===== src/rtl/core/fpw_pkg.sv =====
// Shared types, constants and fixed-point helpers for the flower point warp.
// Used by every module in rtl/core; depends on nothing else.
package fpw_pkg;

    localparam int FRAC_BITS    = 16;
    localparam int CORDIC_STEPS = 20;
    localparam int ROOT_STEPS   = 32;
    localparam int DIV_BITS     = 2 * FRAC_BITS + 2;
    localparam int ANG_SHIFT    = 30 - FRAC_BITS;
    localparam int RED_SHIFT    = 40;
    localparam int LAT_SC       = CORDIC_STEPS + 6;
    localparam int NUM_REGS     = 8;

    localparam logic [2:0] REG_WEIGHT  = 3'd0;
    localparam logic [2:0] REG_PETALS  = 3'd1;
    localparam logic [2:0] REG_SPLIT   = 3'd2;
    localparam logic [2:0] REG_SPREAD  = 3'd3;
    localparam logic [2:0] REG_THICK   = 3'd4;
    localparam logic [2:0] REG_LENGTH  = 3'd5;
    localparam logic [2:0] REG_FGAIN   = 3'd6;
    localparam logic [2:0] REG_FRADIUS = 3'd7;

    localparam logic MODE_ROT = 1'b0;
    localparam logic MODE_VEC = 1'b1;

    localparam logic signed [31:0] Q_ONE   = 32'sd1 <<< FRAC_BITS;
    localparam logic signed [31:0] Q_MAX   = 32'sh7fff_ffff;
    localparam logic signed [63:0] PI_Q30      = 64'sd3373259426;
    localparam logic signed [63:0] TWO_PI_Q30  = 64'sd6746518852;
    localparam logic signed [63:0] HALF_PI_Q30 = 64'sd1686629713;
    localparam logic signed [63:0] GAIN_Q30    = 64'sd652032874;
    localparam logic signed [63:0] RED_K =
        (64'sd1 <<< (RED_SHIFT + ANG_SHIFT)) / TWO_PI_Q30;

    typedef struct packed {
        logic signed [63:0] x;
        logic signed [63:0] y;
        logic signed [34:0] z;
        logic               flag;
    } cordic_t;

    typedef struct packed {
        logic [63:0] val;
        logic [35:0] rem;
        logic [31:0] root;
    } root_t;

    typedef struct packed {
        logic [DIV_BITS-1:0] num;
        logic [31:0]         rem;
        logic [31:0]         den;
        logic [DIV_BITS-1:0] quo;
        logic                neg;
        logic                zero;
    } div_t;

    function automatic logic signed [31:0] sat32(input logic signed [65:0] v);
        logic signed [31:0] res;
        if (v > 66'sd2147483647) begin
            res = Q_MAX;
        end else if (v < -66'sd2147483648) begin
            res = 32'sh8000_0000;
        end else begin
            res = v[31:0];
        end
        return res;
    endfunction

    function automatic logic signed [65:0] ext66(input logic signed [31:0] v);
        return {{34{v[31]}}, v};
    endfunction

    function automatic logic signed [32:0] ext33(input logic signed [31:0] v);
        return {v[31], v};
    endfunction

    function automatic logic signed [31:0] mulq(input logic signed [32:0] a,
                                                input logic signed [32:0] b);
        logic signed [65:0] p;
        p = a * b;
        return sat32(p >>> FRAC_BITS);
    endfunction

    function automatic logic signed [34:0] atan_q30(input logic [4:0] i);
        logic signed [34:0] v;
        case (i)
            5'd0:  v = 35'sd843314856;
            5'd1:  v = 35'sd497837829;
            5'd2:  v = 35'sd263043836;
            5'd3:  v = 35'sd133525158;
            5'd4:  v = 35'sd67021686;
            5'd5:  v = 35'sd33543515;
            5'd6:  v = 35'sd16775850;
            5'd7:  v = 35'sd8388437;
            5'd8:  v = 35'sd4194282;
            5'd9:  v = 35'sd2097149;
            5'd10: v = 35'sd1048575;
            5'd11: v = 35'sd524287;
            5'd12: v = 35'sd262143;
            5'd13: v = 35'sd131071;
            5'd14: v = 35'sd65535;
            5'd15: v = 35'sd32767;
            5'd16: v = 35'sd16383;
            5'd17: v = 35'sd8191;
            5'd18: v = 35'sd4095;
            5'd19: v = 35'sd2047;
            5'd20: v = 35'sd1023;
            5'd21: v = 35'sd511;
            5'd22: v = 35'sd255;
            5'd23: v = 35'sd127;
            5'd24: v = 35'sd63;
            5'd25: v = 35'sd31;
            5'd26: v = 35'sd15;
            5'd27: v = 35'sd7;
            5'd28: v = 35'sd3;
            5'd29: v = 35'sd1;
            default: v = 35'sd0;
        endcase
        return v;
    endfunction

    function automatic logic signed [31:0] reg_reset(input logic [2:0] i);
        logic signed [31:0] v;
        case (i)
            REG_PETALS: v = Q_ONE * 6;
            REG_SPLIT, REG_LENGTH, REG_FGAIN: v = 32'sd0;
            default: v = Q_ONE;
        endcase
        return v;
    endfunction

endpackage


===== src/rtl/core/fpw_root_cell.sv =====
// One bit of a pipelined integer square root of a 64-bit value.
// Depends on fpw_pkg for the root_t stage type.
module fpw_root_cell (
    input  logic           clk,
    input  fpw_pkg::root_t d_in,
    output fpw_pkg::root_t d_out
);

    fpw_pkg::root_t cell_reg;
    fpw_pkg::root_t cell_next;
    logic [35:0]    rem_sh;
    logic [35:0]    trial;

    always_comb
    begin
        rem_sh = {d_in.rem[33:0], d_in.val[63:62]};
        trial  = {2'b00, d_in.root, 2'b01};
        cell_next.val = {d_in.val[61:0], 2'b00};
        if (rem_sh >= trial)
        begin
            cell_next.rem  = rem_sh - trial;
            cell_next.root = {d_in.root[30:0], 1'b1};
        end
        else
        begin
            cell_next.rem  = rem_sh;
            cell_next.root = {d_in.root[30:0], 1'b0};
        end
    end

    always_ff @(posedge clk)
    begin
        cell_reg <= cell_next;
    end

    assign d_out = cell_reg;

endmodule


===== config.mk =====
export PLATFORM = sky130hd
export DESIGN_NAME = fpw_root_cell
export DESIGN_NICKNAME = d
export VERILOG_FILES = /design/src/rtl/core/fpw_pkg.sv /design/src/rtl/core/fpw_root_cell.sv
export SDC_FILE = /design/constraint.sdc
export NUM_CORES = 1
export LEC_CHECK = 0
export BUFFER_PORTS_ARGS = -buffer_cell sky130_fd_sc_hd__buf_4
export CORE_UTILIZATION = 41
export DETAILED_ROUTE_END_ITERATION = 8
export PLACE_DENSITY = 0.84
export REMOVE_ABC_BUFFERS = 1
export SYNTH_ARGS = -nofsm -noshare
export SYNTH_HDL_FRONTEND = slang
export SYNTH_SLANG_ARGS = --single-unit

===== constraint.sdc =====
create_clock -name clk -period 2.4 [get_ports clk]
set_input_delay 0.36 -clock clk [delete_from_list [all_inputs] [get_ports clk]]
set_output_delay 0.36 -clock clk [all_outputs]
set_load 0.01 [all_outputs]

== Word level (Yosys, flattened, before mapping) ==
Index checks and enable logic that the tools add are counted.
Widths: inputs -> output; s select.

* Register bits: 130

* $add $sub $neg: 1
* Magnitude comparators: 1
* Muxes and demuxes: 1

{| class="wikitable"
|+ Operators with widths
! cell !! count
|-
| $mux 68 || 1
|-
| $ge 36x34->1 || 1
|-
| $sub 36x34->36 || 1
|}

== Logic depth before layout (Yosys ltp) ==
* Depth in word-level cells: 2
* Depth in mapped cells: 12
* Mapped depth without buffers: 10

== Worst setup path before layout ==
OpenSTA, ideal clock, no wires.

* Path kind: input to register
* From: input d_in[18] (netlist bit)
* To: register cell_reg, in the netlist d_out[40]
* Library setup time: 0.121 ns
* Arrival time: 2.281 ns
* Path slack: -0.002 ns
* Stages on the path: 11
* Path buffers: 2
* Cell sequence: inv_1 > ha_1 > buf_2 > nand4_1 > nor4_4 > nand2_1 > nor3_2 > nor3b_2 > a21oi_4 > buf_6 > mux2_4

{| class="wikitable"
|+ RTL lines
! element !! RTL line !! text
|-
| from (decl) || fpw_root_cell.sv:5 || <nowiki>input fpw_pkg::root_t d_in,</nowiki>
|-
| to (signal assigned) || fpw_root_cell.sv:33 || <nowiki>cell_reg <= cell_next;</nowiki>
|-
| to (decl) || fpw_root_cell.sv:9 || <nowiki>fpw_pkg::root_t cell_reg;</nowiki>
|}

==> impl_metrics.ini <==
[grt]
grt_start_max_net_pins = 17
grt_usage_pct = 26.29
grt-ovfl-total = 0
antenna_found_initial = 1
grt_pass1_wl_mm = 26.57
grt_pass1_vias = 5418

[routing]
drtIter0Drc = 218
viasPerCell = 4.799
antenna_left = 0
drc = 0
vias = 5293
wl_mm = 17.79
wire_per_inst_microns = 16.13
first_pass_iters = 5

[power_and_ir_drop]
power.density_nw_per_um2 = 735.4
ir_drop_uv = 416.4
leakagePower_uw = 0.004421

[final_layout]
nFillCells = 918
final_area_sq_um = 8874
final_cell_mix = 391 x buf_4, 130 x dfxtp_1, 50 x a21oi_1
drive_above_1_share_pct = 49.57
largest_reg_flops = 130
syn_to_final_growth_pct = 67.66
layout_commonest_cell = buf_4
layout.nets = 1085

[yosys]
yosysWarnings = 0
yosysSeqAreaShare_pct = 49.17
async_flop_share_pct = 0
ys_seq_elements = 130
synth.cell_area_sq_um = 5293
synthFlopType = dfxtp_1
muxShareOfSynthArea_pct = 2.624
synthSimpleGateAreaFrac_pct = 12.46
synth_fa_ha_area_share_pct = 8.038
synth_compound_area_share_pct = 16.67
ys_types = 65
synthXorXnorAreaFrac_pct = 5.603
synthCells = 529
syn_avg_cell_area_sq_um = 10.00
synth_top_family_by_area = compound AO/OA/AOI/OAI gates
synth_enable_flop_cells = 0

[worst_setup_path]
crit_path_end_kind = flip-flop
critPathLaunchType = primary input
critPathMaxFanout = 15
arrival_ps = 2580
cp_data_required_time_ps = 2700
path_class = primary input to flip-flop

[cts]
cts.sinks = 130
numCtsBuffers = 17
cts-hold-fix-buffers = 0
clk_pin_slew_worst_paths_ps = 60
htreeDepth = 4
cts_tree = done
cts_buffer_depth = 2
clock-root-buffer = clkbuf_16

[floorplan]
die_area_sq_um = 13370
dieWidth_microns = 115.6
fp.dieH_microns = 115.6
coreArea_sq_um = 12620
start_util_pct = 41.94
row_count = 41
num_io_pins = 265

[sta]
slew_violations = 0
clock.fmax_mhz = 437.5
setup_viol = 0
period_share_pct = 95.24
hold_violations = 0
holdWs_ps = 46.08
layout_min_cycle_time_ps = 2286
finalWorstSetupSlack_ps = 114.1

[placement]
post-dp-hpwl_mm = 13.90
place_area_sq_um = 8329
gp_congestion = 0.8538
place_ws_ps = -297.8
io_buffers = 260

[flow_run]
drv_cap = 0

[status]
status = complete, no violations

[worst_hold_path]
hold_path.class = primary input to flip-flop
## Yosys cell counts, types with 2 or more instances
master | count | share of area (%)
o2111ai_1 | 2 | 0.33
nor3_1 | 8 | 0.76
nand4_1 | 10 | 1.2
a211oi_1 | 2 | 0.28
nand2_1 | 31 | 2.2
nand2b_1 | 5 | 0.59
nand3_1 | 9 | 0.85
and2_1 | 2 | 0.24
o211ai_1 | 5 | 0.71
mux2_4 | 7 | 2.0
buf_4 | 3 | 0.43
or4_1 | 2 | 0.28
clkbuf_1 | 3 | 0.21
dfxtp_1 | 130 | 49
a21o_1 | 7 | 0.99
o21ai_1 | 4 | 0.38
buf_2 | 13 | 1.2
and3_1 | 4 | 0.47
nor2b_1 | 3 | 0.35
nor3_2 | 2 | 0.38
a21oi_2 | 9 | 1.5
mux2_2 | 2 | 0.43
nor2_1 | 40 | 2.8
a21oi_1 | 50 | 4.7
inv_1 | 39 | 2.8
o21ai_0 | 22 | 2.1
o21bai_1 | 6 | 0.85
o21a_1 | 5 | 0.71
buf_6 | 3 | 0.64
xor2_1 | 14 | 2.3
xnor2_1 | 18 | 3.0
ha_1 | 34 | 8.0
a31oi_1 | 3 | 0.35
## critical path, cell delays in order
cell,delay [ps]
buf_4,80
inv_1,50
ha_1,330
buf_4,160
o21a_1,170
o311a_4,140
o211a_1,230
o2111ai_2,220
and2_4,190
a21oi_4,60
buf_12,160
nor2b_1,130
mux2_1,270
## final cells by class
class | instances | area [sq um] | share of cell area [%]
clock buffers | 20 | 446.7 | 5.034
well taps | 172 | 215.2 | 2.425
clock inverters | 11 | 80.08 | 0.9024
diodes | 1 | 2.502 | 0.02820
flip-flops and latches | 130 | 2603 | 29.33
repair buffers | 392 | 2955 | 33.31
multi-input cells | 338 | 2425 | 27.33
inverters | 39 | 146.4 | 1.650
## per-stage QoR
stage	util, %	power (uW)	TNS [ps]	instances
floorplan	-	3249	-21740	507
global placement	66.00	4194	-6590	1071
detailed placement	66.00	4232	-7852	1071
CTS	70.18	6558	0	1102
global route	70.32	6819	-1.440	1103
finish	70.32	6525	0	1103
## cell families (layout without fill, tap and decap cells)
kind of cell / count (synthesis) / count (layout)
adders and majority gates: 34 / 34
buffers and inverters: 62 / 462
and+or+nand+nor: 126 / 126
muxes: 10 / 10
DFF: 130 / 130
AOI/OAI and AO/OA: 133 / 133
other: 1 / 3
xor gates and xnor gates: 33 / 33
## power by group
| group | internal (uW) | switching [uW] |
|---|---|---|
| Combinational | 963 | 786 |
| Clock | 1350 | 973 |
| Sequential | 2390 | 67.0 |
## worst paths after layout
path / from / to / slack, ps / cells after the start
hold / removal: d_in[103] / d_out[105] / 50 / 1
setup / recovery: d_in[1] / d_out[67] / 110 / 13
## metal layers
layer / track usage [%] / vias to the layer above / share of wire (%)
met5: 0 / - / 0
met3: 9.414 / 58 / 8.7
met4: 16.75 / 0 / 5.4
met2: 46.95 / 218 / 50
met1: 25.90 / 2413 / 36
li1: - / 2604 / -
## repair_timing
| item | CTS | global route |
|---|---|---|
| buffers inserted | 0 | 0 |
| setup endpoints to repair | 0 | 4 |
| gates resized for setup | 0 | 4 |
No activity file was read; power rests on OpenSTA's default activity.
