**src/rtl/core/fpw_pkg.sv**
```systemverilog
// Shared types, constants and fixed-point helpers for the flower point warp.
// Used by every module in rtl/core; depends on nothing else.
package fpw_pkg;

    localparam int FRAC_BITS    = 16;
    localparam int CORDIC_STEPS = 20;
    localparam int ROOT_STEPS   = 32;
    localparam int DIV_BITS     = 2 * FRAC_BITS + 2;
    localparam int ANG_SHIFT    = 30 - FRAC_BITS;
    localparam int RED_SHIFT    = 40;
    localparam int LAT_SC       = CORDIC_STEPS + 6;
    localparam int NUM_REGS     = 8;

    localparam logic [2:0] REG_WEIGHT  = 3'd0;
    localparam logic [2:0] REG_PETALS  = 3'd1;
    localparam logic [2:0] REG_SPLIT   = 3'd2;
    localparam logic [2:0] REG_SPREAD  = 3'd3;
    localparam logic [2:0] REG_THICK   = 3'd4;
    localparam logic [2:0] REG_LENGTH  = 3'd5;
    localparam logic [2:0] REG_FGAIN   = 3'd6;
    localparam logic [2:0] REG_FRADIUS = 3'd7;

    localparam logic MODE_ROT = 1'b0;
    localparam logic MODE_VEC = 1'b1;

    localparam logic signed [31:0] Q_ONE   = 32'sd1 <<< FRAC_BITS;
    localparam logic signed [31:0] Q_MAX   = 32'sh7fff_ffff;
    localparam logic signed [63:0] PI_Q30      = 64'sd3373259426;
    localparam logic signed [63:0] TWO_PI_Q30  = 64'sd6746518852;
    localparam logic signed [63:0] HALF_PI_Q30 = 64'sd1686629713;
    localparam logic signed [63:0] GAIN_Q30    = 64'sd652032874;
    localparam logic signed [63:0] RED_K =
        (64'sd1 <<< (RED_SHIFT + ANG_SHIFT)) / TWO_PI_Q30;

    typedef struct packed {
        logic signed [63:0] x;
        logic signed [63:0] y;
        logic signed [34:0] z;
        logic               flag;
    } cordic_t;

    typedef struct packed {
        logic [63:0] val;
        logic [35:0] rem;
        logic [31:0] root;
    } root_t;

    typedef struct packed {
        logic [DIV_BITS-1:0] num;
        logic [31:0]         rem;
        logic [31:0]         den;
        logic [DIV_BITS-1:0] quo;
        logic                neg;
        logic                zero;
    } div_t;

    function automatic logic signed [31:0] sat32(input logic signed [65:0] v);
        logic signed [31:0] res;
        if (v > 66'sd2147483647) begin
            res = Q_MAX;
        end else if (v < -66'sd2147483648) begin
            res = 32'sh8000_0000;
        end else begin
            res = v[31:0];
        end
        return res;
    endfunction

    function automatic logic signed [65:0] ext66(input logic signed [31:0] v);
        return {{34{v[31]}}, v};
    endfunction

    function automatic logic signed [32:0] ext33(input logic signed [31:0] v);
        return {v[31], v};
    endfunction

    function automatic logic signed [31:0] mulq(input logic signed [32:0] a,
                                                input logic signed [32:0] b);
        logic signed [65:0] p;
        p = a * b;
        return sat32(p >>> FRAC_BITS);
    endfunction

    function automatic logic signed [34:0] atan_q30(input logic [4:0] i);
        logic signed [34:0] v;
        case (i)
            5'd0:  v = 35'sd843314856;
            5'd1:  v = 35'sd497837829;
            5'd2:  v = 35'sd263043836;
            5'd3:  v = 35'sd133525158;
            5'd4:  v = 35'sd67021686;
            5'd5:  v = 35'sd33543515;
            5'd6:  v = 35'sd16775850;
            5'd7:  v = 35'sd8388437;
            5'd8:  v = 35'sd4194282;
            5'd9:  v = 35'sd2097149;
            5'd10: v = 35'sd1048575;
            5'd11: v = 35'sd524287;
            5'd12: v = 35'sd262143;
            5'd13: v = 35'sd131071;
            5'd14: v = 35'sd65535;
            5'd15: v = 35'sd32767;
            5'd16: v = 35'sd16383;
            5'd17: v = 35'sd8191;
            5'd18: v = 35'sd4095;
            5'd19: v = 35'sd2047;
            5'd20: v = 35'sd1023;
            5'd21: v = 35'sd511;
            5'd22: v = 35'sd255;
            5'd23: v = 35'sd127;
            5'd24: v = 35'sd63;
            5'd25: v = 35'sd31;
            5'd26: v = 35'sd15;
            5'd27: v = 35'sd7;
            5'd28: v = 35'sd3;
            5'd29: v = 35'sd1;
            default: v = 35'sd0;
        endcase
        return v;
    endfunction

    function automatic logic signed [31:0] reg_reset(input logic [2:0] i);
        logic signed [31:0] v;
        case (i)
            REG_PETALS: v = Q_ONE * 6;
            REG_SPLIT, REG_LENGTH, REG_FGAIN: v = 32'sd0;
            default: v = Q_ONE;
        endcase
        return v;
    endfunction

endpackage

```
**src/rtl/core/fpw_div_cell.sv**
```systemverilog
// One quotient bit of a pipelined restoring divider with a fixed dividend.
// Depends on fpw_pkg for the div_t stage type.
module fpw_div_cell (
    input  logic          clk,
    input  fpw_pkg::div_t d_in,
    output fpw_pkg::div_t d_out
);

    fpw_pkg::div_t cell_reg;
    fpw_pkg::div_t cell_next;
    logic [32:0]   rem_sh;

    always_comb
    begin
        rem_sh = {d_in.rem, d_in.num[fpw_pkg::DIV_BITS-1]};
        cell_next      = d_in;
        cell_next.num  = {d_in.num[fpw_pkg::DIV_BITS-2:0], 1'b0};
        if (rem_sh >= {1'b0, d_in.den})
        begin
            cell_next.rem = 32'(rem_sh - {1'b0, d_in.den});
            cell_next.quo = {d_in.quo[fpw_pkg::DIV_BITS-2:0], 1'b1};
        end
        else
        begin
            cell_next.rem = rem_sh[31:0];
            cell_next.quo = {d_in.quo[fpw_pkg::DIV_BITS-2:0], 1'b0};
        end
    end

    always_ff @(posedge clk)
    begin
        cell_reg <= cell_next;
    end

    assign d_out = cell_reg;

endmodule

```
**config.mk**
```make
export PLATFORM = sky130hd
export DESIGN_NAME = fpw_div_cell
export DESIGN_NICKNAME = d
export VERILOG_FILES = /design/src/rtl/core/fpw_pkg.sv /design/src/rtl/core/fpw_div_cell.sv
export SDC_FILE = /design/constraint.sdc
export NUM_CORES = 1
export LEC_CHECK = 0
export BUFFER_PORTS_ARGS = -buffer_cell sky130_fd_sc_hd__buf_2
export CORE_AREA = 2 2 106 108
export CTS_CLUSTER_SIZE = 25
export DETAILED_ROUTE_END_ITERATION = 10
export DIE_AREA = 0 0 108 110
export PLACE_DENSITY = 0.91
export SLEW_MARGIN = 10
export SYNTH_ARGS = -nofsm -noshare
export SYNTH_HDL_FRONTEND = slang
export SYNTH_SLANG_ARGS = --single-unit
```
**constraint.sdc**
```tcl
create_clock -name clk -period 7.7 [get_ports clk]
set_input_delay 0.77 -clock clk [delete_from_list [all_inputs] [get_ports clk]]
set_output_delay 0.77 -clock clk [all_outputs]
set_load 0.01 [all_outputs]
```
* Word level (Yosys, flattened, before mapping)
Index checks and enable logic that the tools add are counted.
Widths: inputs -> output; s select.
** Storage, ports and cells
- Bits in registers :: 133
- Bits in latches :: 0
- Memory bits (writable) :: 0
- Bits in read-only memories :: 0
- Input bits :: 135
- Output and inout bits :: 134
- Logic and storage cells :: 10
- Memories kept :: 0
** Operators by class
- Add/sub/neg operators :: 1
- Multiply operators :: 0
- Div/mod/pow operators :: 0
- $lt $le $gt $ge :: 1
- Equality and inequality tests :: 0
- Shift-type cells :: 0
- Multiplexer cells :: 2
- Bitwise logic cells :: 0
- Reductions and logical operators :: 0
** Operators by type and width (number)
- $ge 33x32->1 :: 1
- $mux 32 :: 1
- $sub 32x32->32 :: 1
- $mux 1 :: 1

* Depth between registers and ports, before layout
- Word-level depth :: 2
- Gate-level depth with buffers :: 13
- Depth with buffers taken out :: 11

* Worst setup path before layout
Ideal clock, no wire load.
- Kind :: in2reg
- From :: in d_in[59] (netlist bit)
- To :: reg cell_reg (netlist bit d_out[72])
- Library setup time :: 0.121 ns
- Arrival :: 2.878 ns
- Required time :: 7.579 ns
- Path slack :: 4.701 ns
- Cell stages on the path :: 11
- Buffers on the path :: 2
- Path through :: inv_1 > ha_1 > buf_6 > and3_1 > o21a_1 > a311oi_2 > o21ai_1 > or3b_1 > o21a_1 > buf_6 > mux2_4
** RTL lines
- start, declared :: RTL line fpw_div_cell.sv:5 : input fpw_pkg::div_t d_in,
- end signal, assigned :: RTL line fpw_div_cell.sv:32 : cell_reg <= cell_next;
- end, declared :: RTL line fpw_div_cell.sv:9 : fpw_pkg::div_t cell_reg;

==> flow_summary_export.csv <==
group,metric,value,unit
outcome,status,"complete, no violations",
detailed_routing,routed_via_density,4.93,
pwr,powerDensity,282,nW/um^2
sta,drv_slew,0,
detailed_routing,wl_per_cell,17.1,um
detailed_routing,dr.pass1.iters,4,
synth,synth_ff_type,"dfxtp_1",
finish,syn_to_final_growth,40.2,%
detailed_routing,route.detailed.drc,0,
synth,seq_area_frac_synth,53.2,%
sta,hold_viol_final,0,
sta,finalSetupViolations,0,
hold_path,hold_depth,1,
placed_design,place_congestion,0.897,
cts,cts_post_setup_buffers_inserted,0,
synth,synth_adder_area_share,8.41,%
floorplanning,ios,269,
worst_setup_path,crit_type,"input port to flop",
floorplanning,start_util,46.7,%
placed_design,io_buffers,266,
synth,netlist_area,5000,sq um
synth,ys_types,50,
synth,synth_compound_area_share,14.6,%
cts,cts_tree,"done",
pwr,p_seq_share,39.1,%
cts,cts_hold_buf,0,
pwr,p_switching,0.522,mW
worst_setup_path,setup.worst_path.end_class,"flop",
worst_setup_path,arrival,3560,ps
placed_design,place_inst,883,
finish,nNetsFinal,930,
synth,synth_top_area_cell,"dfxtp_1",
finish,drive_gt1_share,40.1,%
pwr,clockPowerShare,42.6,%
synth,synth.area.top_cells,"dfxtp_1 (53%), ha_1 (8.0%), a21oi_1 (5.4%), inv_1 (3.5%), xnor2_1 (2.8%)",
sta,worst_pin_slew,823,ps
finish,largest_reg_flops,133,
cts,path_clk_slew,60,ps
synth,synth_top_area_share,53.2,%
detailed_routing,finalWirelength,15.6,mm
synth,synthXorXnorAreaFrac,4.55,%
worst_setup_path,crit_path_max_fanout,56,
cts,htree_levels,4,
global_route,grt_pass1_wl,22.8,mm
global_route,first_global_vias,4385,
finish,fillers,858,
pwr,sw_frac_of_total,26.4,%
detailed_routing,routed-via-count,4509,
flow_run,max-cap-violations,0,
worst_setup_path,start_kind,"input port",
floorplanning,core_area,10700,sq um
synth,synth_fp_nets,662,
finish,stdcell_count,915,
global_route,grt_max_degree,57,
sta,fin_setup_tns,0,ps
floorplanning,die-area,11900,sq um
sta,fmax,319,MHz
synth,synth_edf_count,0,
hold_path,min_to,"d_out[129]",
sta,whs,331,ps
placed_design,dpl.hpwl,11.9,mm
synth,synth.mux.area_fraction,2.80,%
hold_path,hold_path.class,"input port to flop",
synth,synthCells,494,
cts,root_buffer,"clkbuf_8",
detailed_routing,drtIter0Drc,272,
floorplanning,die_w,108,um
sta,min_period,3140,ps
synth,async_flop_share,0,%
pwr,p_comb_share,18.3,%
sta,slew_headroom,45.0,%
synth,synth_seq_cells,133,
cts,post_cts_resize_count,0,
finish,n_antenna_cell,0,
cts,cts_buffers,17,
synth,avgSynthCellArea,10.1,sq um
cts,clockBufferDepth,2,
global_route,antenna_found_initial,2,
synth,synth_top_family_by_area,"compound AO/OA/AOI/OAI gates",
sta,fin_crit_sh,40.8,%
synth,synth-simple-area-share,10.5,%
floorplanning,fp-row-count,38,
global_route,grt_overflow,0,
detailed_routing,ant_nets,0,
pwr,p_int,1.45,mW
pwr,peakVddDrop,0.215,mV
floorplanning,die_h,110,um
global_route,gr-usage-all-layers,26.0,%
hold_path,hp-start,"d_in[128]",
worst_setup_path,required,8120,ps
pwr,p_leak,3.57,nW
cts,cts_sinks,133,
synth,ys_warn_count,0,
sta,grt_setup_unrepaired,"no",
[how the worst max path moves through the flow]
stage                   from  slack, ps  cells past startpoint         to
finish              d_in[58]       4560                     10  d_out[88]
detailed placement  d_in[60]       4080                     10  d_out[99]
global placement    d_in[59]       4170                     10  d_out[75]
CTS                 d_in[60]       4620                     10  d_out[99]
global route        d_in[60]       4350                     11  d_out[71]
floorplan           d_in[59]       4700                     11  d_out[72]
[power by group through the flow]
stage | logic (mW) | registers, mW | clock network (mW)
5_1_grt | 0.397 | 0.777 | 0.876
2_1_floorplan | 0.180 | 0.824 | 0
3_3_place_gp | 0.348 | 0.783 | 0
6_report | 0.361 | 0.772 | 0.841
3_5_place_dp | 0.357 | 0.785 | 0
4_1_cts | 0.361 | 0.772 | 0.849
[kinds of logic (layout without fill, tap and decap cells)]
kind of cell,Yosys count,count (layout)
flops,133,133
buf+inv,64,345
simple gates,107,107
xor+xnor,26,26
other cells,1,1
mux,10,10
compound gates,120,120
fa+ha+maj,33,33
[cell usage in the layout (no fill, tap or decap), drive strengths merged, types with 3 or more instances in the layout]
cell type / n
xnor2: 16
o21bai: 5
o21a: 6
o31ai: 7
dfxtp: 133
buf: 267
o21ai: 21
nor2: 37
xor2: 10
a21o: 8
a21oi: 55
nand4: 8
clkbuf: 21
clkinvlp: 3
bufinv: 4
nand2b: 7
mux2: 8
nand2: 24
ha: 32
a2111oi: 4
a211oi: 3
inv: 48
nor3: 3
nand3: 8
and2: 3
[per-layer routing]
layer  share of wire [%]  GRT usage [%]
met5                0.15              0
met1                  39           28.0
met4                 3.2           12.5
met3                 9.0           10.4
met2                  49           44.7
[cells in the mapped netlist (4+ instances only)]
cell type,instances
a21o_1,8
a21oi_1,54
buf_2,5
buf_6,5
clkbuf_1,6
dfxtp_1,133
ha_1,32
inv_1,46
mux2_4,8
nand2_1,24
nand2b_1,7
nand3_1,8
nand4_1,8
nor2_1,37
o21a_1,6
o21ai_0,17
o21ai_1,4
o21bai_1,5
o31ai_1,7
xnor2_1,16
xor2_1,10
[final cells by class]
| class | instances | area (sq um) | share of cell area, % |
|---|---|---|---|
| Clock buffer | 21 | 439 | 6.26 |
| Clock inverter | 11 | 174 | 2.48 |
| Inverter | 46 | 173 | 2.46 |
| Tap cell | 140 | 175 | 2.50 |
| Sequential cell | 133 | 2660 | 38.0 |
| Timing Repair Buffer | 267 | 1340 | 19.1 |
| Multi-Input combinational cell | 297 | 2050 | 29.2 |
[metrics by stage]
step	utilization [%]	cell area, sq um	setup slack (ps)	power, mW
floorplan	-	5000	4700	1.00
global placement	59.8	6400	4170	1.13
detailed placement	59.8	6400	4080	1.14
CTS	65.5	7010	4620	1.98
global route	65.5	7010	4350	2.05
finish	65.5	7010	4560	1.97
[critical path, cell delays in order]
cell,delay (ps)
buf_2,110
inv_1,40
ha_1,400
and3_1,340
nand4_1,210
nor4b_1,450
a21o_1,220
o21a_2,140
buf_4,510
mux2_4,350
Note: power is estimated with default switching activity, not from simulation.
